### config.mk
export PLATFORM = sky130hd
export DESIGN_NAME = altitude_rolling_digits
export DESIGN_NICKNAME = d
export VERILOG_FILES = /design/src/design/ard_pkg.sv /design/src/design/ard_decode.sv /design/src/design/ard_emit.sv /design/src/design/altitude_rolling_digits.sv
export SDC_FILE = /design/constraint.sdc
export NUM_CORES = 1
export LEC_CHECK = 0
export ABC_AREA = 1
export BUFFER_PORTS_ARGS = -buffer_cell sky130_fd_sc_hd__buf_2
export CAP_MARGIN = 15
export CELL_PAD_IN_SITES_DETAIL_PLACEMENT = 0
export CELL_PAD_IN_SITES_GLOBAL_PLACEMENT = 1
export CORE_MARGIN = 2
export CORE_UTILIZATION = 30
export DETAILED_ROUTE_END_ITERATION = 8
export GPL_TIMING_DRIVEN = 0
export PLACE_DENSITY_LB_ADDON = 0.3
export SYNTH_ARGS = -nofsm -noshare
export SYNTH_HDL_FRONTEND = slang
export SYNTH_SLANG_ARGS = --single-unit
### constraint.sdc
create_clock -name clk -period 9.6 [get_ports clk]
set_clock_uncertainty 0.15 [all_clocks]
set_input_delay 1.92 -clock clk [delete_from_list [all_inputs] [get_ports clk]]
set_output_delay 1.92 -clock clk [all_outputs]
set_load 0.1 [all_outputs]
### src/design/ard_pkg.sv
package ard_pkg;

    localparam int unsigned NUM_COLUMNS = 4;
    localparam logic [3:0] BLANK_CODE = 4'd10;
    localparam logic [11:0] REST_OFFSET = 12'd2000;
    localparam logic [1:0] COL_TENS = 2'd0;
    localparam logic [1:0] COL_HUNDREDS = 2'd1;
    localparam logic [1:0] COL_THOUSANDS = 2'd2;
    localparam logic [1:0] COL_TEN_THOUSANDS = 2'd3;
    localparam int unsigned IN_TDATA_W = 16;
    localparam int unsigned OUT_TDATA_W = 32;

    typedef struct packed {
        logic       last_column;
        logic [3:0] digit_below;
        logic [3:0] digit_middle;
        logic [3:0] digit_above;
        logic [11:0] scroll_offset;
        logic [1:0] column;
    } result_t;

    typedef result_t result_set_t [NUM_COLUMNS];

    // ((step*61)/4 + 1000) * 2
    function automatic logic [11:0] offset_fine(input logic [3:0] step);
        logic [9:0]  prod;
        logic [10:0] sum;
        prod = {6'd0, step} * 10'd61;
        sum  = {3'd0, prod[9:2]} + 11'd1000;
        return {sum, 1'b0};
    endfunction

    // ((step*6)/4 + 1000) * 2
    function automatic logic [11:0] offset_coarse(input logic [6:0] step);
        logic [9:0]  prod;
        logic [10:0] sum;
        prod = {3'd0, step} * 10'd6;
        sum  = {3'd0, prod[9:2]} + 11'd1000;
        return {sum, 1'b0};
    endfunction

    function automatic logic [3:0] digit_code(input logic [3:0] digit, input logic [1:0] row,
                                              input logic blank_zero);
        logic [3:0] d;
        case (row)
            2'd0:    d = (digit == 4'd0) ? 4'd9 : digit - 4'd1;
            2'd2:    d = (digit == 4'd9) ? 4'd0 : digit + 4'd1;
            default: d = digit;
        endcase
        return (blank_zero && d == 4'd0) ? BLANK_CODE : d;
    endfunction

    function automatic result_t make_result(input logic [1:0] col, input logic [11:0] offset,
                                            input logic [3:0] digit, input logic blank_zero);
        result_t r;
        r.column        = col;
        r.scroll_offset = offset;
        r.digit_above   = digit_code(digit, 2'd0, blank_zero);
        r.digit_middle  = digit_code(digit, 2'd1, blank_zero);
        r.digit_below   = digit_code(digit, 2'd2, blank_zero);
        r.last_column   = (col == COL_TEN_THOUSANDS);
        return r;
    endfunction

endpackage

### src/design/ard_decode.sv
module ard_decode
    import ard_pkg::*;
(
    input  logic        clk,
    input  logic        rst_n,
    input  logic        in_valid,
    output logic        in_ready,
    input  logic [14:0] altitude_code,
    output logic        res_valid,
    input  logic        res_ready,
    output result_set_t res
);

    logic        valid_reg;
    logic [14:0] alt_reg;

    logic [2:0]  frac;
    logic [11:0] n;
    logic [24:0] prod_q1;
    logic [23:0] prod_qh;
    logic [24:0] prod_qk;
    logic [8:0]  q1;
    logic [5:0]  qh;
    logic [2:0]  qk;
    logic [11:0] d1_wide;
    logic [8:0]  d2_wide;
    logic [5:0]  d3_wide;
    logic [3:0]  d1, d2, d3, d4;
    logic [6:0]  pos;
    logic [3:0]  k_fine;
    logic [6:0]  k_coarse;
    logic [11:0] off_roll;
    logic [11:0] off_pos;
    logic        low_regime;

    assign in_ready  = !valid_reg || res_ready;
    assign res_valid = valid_reg;

    always_ff @(posedge clk or negedge rst_n)
    begin
        if (!rst_n)
        begin
            valid_reg <= 1'b0;
        end
        else if (in_ready)
        begin
            valid_reg <= in_valid;
        end
    end

    always_ff @(posedge clk)
    begin
        if (in_ready && in_valid)
        begin
            alt_reg <= altitude_code;
        end
    end

    // decimal digits by reciprocal multiply, exact for n < 4096
    always_comb
    begin
        frac    = alt_reg[2:0];
        n       = alt_reg[14:3];
        prod_q1 = {13'd0, n} * 25'd6554;
        prod_qh = {12'd0, n} * 24'd2622;
        prod_qk = {13'd0, n} * 25'd4195;
        q1      = prod_q1[24:16];
        qh      = prod_qh[23:18];
        qk      = prod_qk[24:22];
        d1_wide = n - ({3'd0, q1} * 12'd10);
        d2_wide = q1 - ({3'd0, qh} * 9'd10);
        d3_wide = qh - ({3'd0, qk} * 6'd10);
        d1      = d1_wide[3:0];
        d2      = d2_wide[3:0];
        d3      = d3_wide[3:0];
        d4      = {1'b0, qk};
        low_regime = (n < 12'd100);
        pos     = {d1[3:0], frac};

        k_fine   = (frac >= 3'd6) ? 4'd8 : {frac - 3'd2, 1'b0};
        k_coarse = (pos >= 7'd64) ? 7'd80 : {pos[5:0] - 6'd24, 1'b0};

        if (low_regime)
        begin
            off_pos  = offset_fine({1'b0, frac});
            off_roll = (frac > 3'd2 && d1 == 4'd9) ? offset_fine(k_fine) : REST_OFFSET;
            res[0] = make_result(COL_TENS, off_pos, d1, 1'b0);
            res[1] = make_result(COL_HUNDREDS, off_roll, d2, n < 12'd10);
            res[2] = make_result(COL_THOUSANDS, (d2 == 4'd9) ? off_roll : REST_OFFSET,
                                 d3, 1'b1);
            res[3] = make_result(COL_TEN_THOUSANDS, REST_OFFSET, 4'd0, 1'b0);
            res[3].digit_above  = BLANK_CODE;
            res[3].digit_middle = BLANK_CODE;
            res[3].digit_below  = BLANK_CODE;
        end
        else
        begin
            off_pos  = offset_coarse(pos);
            off_roll = (pos > 7'd24 && d2 == 4'd9) ? offset_coarse(k_coarse) : REST_OFFSET;
            res[0] = make_result(COL_TENS, off_pos, 4'd0, 1'b0);
            res[0].digit_above = 4'd0;
            res[0].digit_below = 4'd0;
            res[1] = make_result(COL_HUNDREDS, off_pos, d2, 1'b0);
            res[2] = make_result(COL_THOUSANDS, off_roll, d3, 1'b0);
            res[3] = make_result(COL_TEN_THOUSANDS, (d3 == 4'd9) ? off_roll : REST_OFFSET,
                                 d4, n < 12'd1000);
        end
    end

endmodule

### src/design/ard_emit.sv
module ard_emit
    import ard_pkg::*;
(
    input  logic        clk,
    input  logic        rst_n,
    input  logic        res_valid,
    output logic        res_ready,
    input  result_set_t res,
    output logic        out_valid,
    input  logic        out_ready,
    output result_t     out_item
);

    logic        valid_reg;
    result_t     buf_reg [NUM_COLUMNS];
    logic        out_fire;
    logic        load;

    assign out_fire  = valid_reg && out_ready;
    assign res_ready = !valid_reg || (out_fire && buf_reg[0].last_column);
    assign load      = res_ready && res_valid;
    assign out_valid = valid_reg;
    assign out_item  = buf_reg[0];

    always_ff @(posedge clk or negedge rst_n)
    begin
        if (!rst_n)
        begin
            valid_reg <= 1'b0;
        end
        else if (load)
        begin
            valid_reg <= 1'b1;
        end
        else if (out_fire && buf_reg[0].last_column)
        begin
            valid_reg <= 1'b0;
        end
    end

    // column results shift toward slot 0
    always_ff @(posedge clk)
    begin
        if (load)
        begin
            for (int i = 0; i < NUM_COLUMNS; i++)
            begin
                buf_reg[i] <= res[i];
            end
        end
        else if (out_fire)
        begin
            for (int i = 0; i < NUM_COLUMNS - 1; i++)
            begin
                buf_reg[i] <= buf_reg[i + 1];
            end
        end
    end

endmodule

### src/design/altitude_rolling_digits.sv
// Rolling-drum altitude readout.
// Slave stream: one item per altitude word, tdata[14:0] = altitude_code
// (tens of feet times 8 plus a 3-bit fraction of 10 ft).
// Master stream: four items per word, columns 0 (tens) to 3 (ten thousands)
// in order, tlast on column 3. Each carries a scroll offset (2000 = rest)
// and three digit codes (above, middle, below; 10 = blank).
// The accepted word is registered in the decoder and then loaded into the
// column buffer once the buffer is free; columns then leave one per cycle
// while tready is high.
// The single result channel carries four columns per word; the next word
// is taken and decoded while the current columns drain.
// Reset clears both valid flags; no item is pending afterwards.
// When the receiver stalls, the current column holds on tdata, the next
// word waits in the input register, and s_axis_tready drops once that
// register is full.
module altitude_rolling_digits
    import ard_pkg::*;
(
    input  logic                   clk,
    input  logic                   rst_n,
    input  logic                   s_axis_tvalid,
    output logic                   s_axis_tready,
    input  logic [IN_TDATA_W-1:0]  s_axis_tdata,  // [14:0] altitude_code, [15] zero
    output logic                   m_axis_tvalid,
    input  logic                   m_axis_tready,
    output logic [OUT_TDATA_W-1:0] m_axis_tdata,  // [1:0] column, [13:2] scroll_offset,
                                                  // [17:14] digit_above, [21:18] digit_middle,
                                                  // [25:22] digit_below, [31:26] zero
    output logic                   m_axis_tlast
);

    logic        res_valid;
    logic        res_ready;
    result_set_t res;
    result_t     out_item;

    ard_decode u_decode (
        .clk           (clk),
        .rst_n         (rst_n),
        .in_valid      (s_axis_tvalid),
        .in_ready      (s_axis_tready),
        .altitude_code (s_axis_tdata[14:0]),
        .res_valid     (res_valid),
        .res_ready     (res_ready),
        .res           (res)
    );

    ard_emit u_emit (
        .clk       (clk),
        .rst_n     (rst_n),
        .res_valid (res_valid),
        .res_ready (res_ready),
        .res       (res),
        .out_valid (m_axis_tvalid),
        .out_ready (m_axis_tready),
        .out_item  (out_item)
    );

    assign m_axis_tdata = {6'd0, out_item.digit_below, out_item.digit_middle,
                           out_item.digit_above, out_item.scroll_offset, out_item.column};
    assign m_axis_tlast = out_item.last_column;

endmodule

==> metrics.yaml, run 1 <==
layout-area-overhead-vs-synth_pct: 12.5
rsz0062_at_grt: "false"
grt_max_degree: 31
cts.sinks: 116
final_max_slew_viol_count: 0
die_w_um: 214
yosysTopAreaCell: "edfxtp_1"
yosys_warnings: 0
viasPerCell: 4.49
grt_pass1_wl_mm: 54.7
topRoutingLayerUsed: "met4"
totalWireLength_mm: 33.7
grt_antenna_before_repair: 0
initial_utilization_pct: 30.5
slew_headroom_pct: 25.7
syn_area_sq_um: 13200
drc_errors: 0
cap_violations: 0
crit_type: "flip-flop to flip-flop"
synth_top_area_share_pct: 25.9
syn-instance-count: 1476
async_reset_ff_share_pct: 1.72
gp_congestion: 0.831
drive_gt1_share_pct: 9.94
ys_seq_elements: 116
cts_buffers: 17
core_sq_um: 43400
largest_reg_flops: 99
grt-ovfl-total: 0
worst_ep_required_time_ns: 9.65
dieHeight_um: 214
syn_area_per_cell_sq_um: 8.97
reg2reg_from: "u_decode.alt_reg[5]"
max_freq_mhz: 114
hold_start: "u_emit.buf_reg[1][19]"
first_global_vias: 9954
status: "complete, no violations"
route.met2.wl_mm: 15.2
die-area_sq_um: 45800
dpl.hpwl_mm: 27.4
clockBufferDepth: 2
tritoncts: "built"
utilization_pct: 34.4
synth_area_leaders: "edfxtp_1, ha_1, fa_1"
startpoint_type: "flip-flop"
synth_common_cells: "inv_1, nand2_1, ha_1"
ys_types: 57
portBuffers: 46
yosysSeqAreaShare_pct: 26.2
hold_path.class: "flip-flop to flip-flop"
ant_nets: 0
synth-edff-count: 114
grt_usage_pct: 15.5
yosys.cell_count.top_type: "inv_1"
worst_pin_slew_ns: 1.12
crit_path_max_fanout: 11
final_hold_viol_count: 0
dr.pass1.iters: 5
post_drt_wl_per_cell_um: 15.7
num-nets-final: 1919
clk_pin_slew_ns: 0.06
cts_hold_buffers: 0
crit_start: "u_decode.alt_reg[5]"
diodes: 0
slowest_stage: "edfxtp_1"
vias: 9669
rrSetupSlack_ns: 0.84
dpl-instance-area_sq_um: 14300
max_stage_delay_ns: 0.68
setup_viol: 0
clkLatencyLatePin_ns: 0.45
detail_route.iter0.violations: 553
rows: 76
io_pins: 55
wl_met3_mm: 1.14
path_common_cell: "nand2_1"
synthFlopType: "edfxtp_1"
arrival_ns: 8.81
met1_length_mm: 16.8
period_needed_ns: 8.76
fin_tns_setup_ns: 0
htreeDepth: 4
fin_worst_hold_slack_ns: 0.365
cts-root-buf: "clkbuf_16"
period_share_pct: 91.2
worstSetupEndpointType: "flip-flop"
final_cell_area_sq_um: 14900
cts_resized: 0
[final cells by class]
type	count	area, sq um
Inverter	320	1200
Tap cell	585	732
Buffer	26	145
Timing Repair Buffer	57	345
Clock inverter	12	116
Clock buffer	18	429
Fill cell	4567	28500
Sequential cell	116	3470
Multi-Input combinational cell	1020	8460
[cells in the final DEF (no fill, tap or decap), types with 18 or more instances in the layout]
cell type and count:
inv_1 305, nand2_1 256, ha_1 238, edfxtp_1 114
fa_1 103, nor2_1 96, a21oi_1 61, nand3_1 59
buf_2 48, o21ai_0 43, xor2_1 18
[final timing paths]
kind                                    endpoint  cells after the start
setup / recovery            u_emit.buf_reg[2][9]                     40
hold / removal             u_emit.buf_reg[0][19]                      2
setup reg to reg            u_emit.buf_reg[2][9]                     40
hold reg to reg            u_emit.buf_reg[0][19]                      2
max in group asynchronous     u_decode.res_valid                      1
min in group asynchronous       u_emit.out_valid                      1
[cell families after synthesis]
family,count (synthesis),synth area share [%]
AND/OR/NAND/NOR,482,16.0
buffers and inverters,346,10.2
adder cells (fa/ha/maj),341,38.1
AO/OA/AOI/OAI,151,6.57
flip-flops,116,26.2
XOR/XNOR,39,2.89
other,1,0.0283
[critical path, delay by kind of cell, from the launching register on]
family                     cells  cell delay [ns]
AOI/OAI and AO/OA              1             0.16
xor gates and xnor gates       1             0.19
DFF                            1             0.68
buffers and inverters         11             1.39
and+or+nand+nor               18             2.27
adders and majority gates      9             3.62
[routing by layer]
layer / global-route usage (%) / up-vias
met4: 5.12 / 0
li1: - / 4886
met1: 21.4 / 4597
met2: 24.6 / 155
met3: 2.68 / 31
met5: 0 / -
[through the flow]
| step | std cells | setup WS (ns) |
|---|---|---|
| after detailed placement | 2116 | 0.706 |
| after global routing | 2154 | 0.0833 |
| after global placement | 2113 | 0.513 |
| final | 2154 | 0.843 |
| after floorplan | 1482 | 1.85 |
| after CTS | 2146 | 0.672 |
[timing repair]
action / 4_1_cts / 5_1_grt
endpoints found under the hold margin: 0 / 0
endpoints found under the setup margin: 0 / 2
setup buffers: 0 / 8
Power of run 1 is left out: the tool's default activity adds up to more than one toggle a clock period on the data nets, which glitch-free logic cannot reach.
==> run 2: changes to the inputs <==
- MAX_ROUTING_LAYER: not set -> met4
==> run 2 against run 1 <==
- utilization unchanged
- first-iteration DRC count increased by 1.3%
- routed wire length hardly changed
- global-route usage up 0.47 points
- flip-flop and latch count unchanged
- cell count unchanged
- die area unchanged
- clock-buffer cell count unchanged
- design area is the same
- via count is essentially flat
- worst setup slack better by 0.0031 ns
==> metrics.yaml, run 2 (synthesized netlist as in run 1, its figures left out) <==
detail_route.iter0.violations: 560
rsz0062_at_grt: "false"
worstSetupEndpointType: "flip-flop"
final_max_slew_viol_count: 0
grt_max_degree: 31
slowest_stage: "edfxtp_1"
hold_depth: 2
setup_viol: 0
drc_errors: 0
cap_violations: 0
placedCellCount: 2116
ant_nets: 0
final_cell_mix: "inv_1, nand2_1, ha_1, edfxtp_1, fa_1"
status: "complete, no violations"
diodes: 0
dpl.hpwl_mm: 27.4
cts_buffers: 17
cts_resized: 0
grt_usage_pct: 16.0
tritoncts: "built"
worst_r2r_path_depth: 40
startpoint_type: "flip-flop"
max_freq_mhz: 114
initial_utilization_pct: 30.5
dpl-instance-area_sq_um: 14300
rows: 76
post_drt_wl_per_cell_um: 15.7
path_common_cell: "nand2_1"
vias: 9677
die_w_um: 214
crit_path_max_fanout: 11
grt_antenna_before_repair: 0
worst_ep_required_time_ns: 9.65
core_sq_um: 43400
grt-ovfl-total: 0
crit_type: "flip-flop to flip-flop"
dieHeight_um: 214
clkLatencyLatePin_ns: 0.45
totalWireLength_mm: 33.7
grt_pass1_wl_mm: 54.7
slew_headroom_pct: 26.1
period_share_pct: 91.2
htreeDepth: 4
io_pins: 55
fin_tns_setup_ns: 0
die-area_sq_um: 45800
period_needed_ns: 8.75
largest_reg_flops: 99
clk_pin_slew_ns: 0.06
max_stage_delay_ns: 0.68
cts_hold_buffers: 0
arrival_ns: 8.81
portBuffers: 46
viasPerCell: 4.49
num-nets-final: 1919
dr.pass1.iters: 5
clockBufferDepth: 2
worst_pin_slew_ns: 1.11
fillers: 4567
utilization_pct: 34.4
cts-root-buf: "clkbuf_16"
drive_gt1_share_pct: 9.94
gp_congestion: 0.844
hold_path.class: "flip-flop to flip-flop"
rrSetupSlack_ns: 0.85
final_hold_viol_count: 0
layout-area-overhead-vs-synth_pct: 12.5
cts.sinks: 116
stdcell_count: 2154
final_cell_area_sq_um: 14900
mostFrequentLayoutCell: "inv_1"
first_global_vias: 9941
## run 2: cell counts in the layout (fill, tap and decap cells not counted)
No cell type changed its count.
## run 2: metrics by stage
step / setup WS [ns] / hold WS [ns]
after floorplan: 1.85 / 0.306
after global placement: 0.513 / 0.326
after detailed placement: 0.706 / 0.357
after CTS: 0.672 / 0.369
after global routing: 0.0838 / 0.401
final: 0.846 / 0.366
## run 2: final cells by class
cell class / count / area, sq um / share of cell area (%)
multi-input combinational: 1020 / 8460 / 56.8
sequential: 116 / 3470 / 23.3
inverter: 320 / 1200 / 8.06
tap: 585 / 732 / 4.91
clock buffer: 18 / 429 / 2.88
timing repair buffer: 57 / 345 / 2.32
buffer: 26 / 145 / 0.974
clock inverter: 12 / 116 / 0.781
## run 2: path summary, 6_finish.rpt
path                                  startpoint                    end
max in group asynchronous                  rst_n     u_decode.res_valid
min                        u_emit.buf_reg[1][19]  u_emit.buf_reg[0][19]
min in group asynchronous                  rst_n       u_emit.out_valid
max                          u_decode.alt_reg[5]   u_emit.buf_reg[2][9]
max reg2reg                  u_decode.alt_reg[5]   u_emit.buf_reg[2][9]
min reg2reg                u_emit.buf_reg[1][19]  u_emit.buf_reg[0][19]
## run 2: metal layers
layer	vias up	routed length, um	GRT usage (%)
li1	4886	-	-
met1	4604	16700	21.4
met2	154	15200	24.6
met3	33	1160	2.68
met4	0	635	5.12
met5	-	0	-
## run 2: worst max-delay path, delay by kind of cell (launching register included)
family / cells / cell delay (ns)
adder cells (fa/ha/maj): 9 / 3.62
AND/OR/NAND/NOR: 18 / 2.28
buffers and inverters: 11 / 1.39
flip-flops: 1 / 0.68
XOR/XNOR: 1 / 0.19
AO/OA/AOI/OAI: 1 / 0.16
## run 2: timing repair
action / 4_1_cts / 5_1_grt
setup endpoints to repair: 0 / 2
endpoints found under the hold margin: 0 / 0
buffers inserted: 0 / 8
Power of run 2 is left out for the same reason.
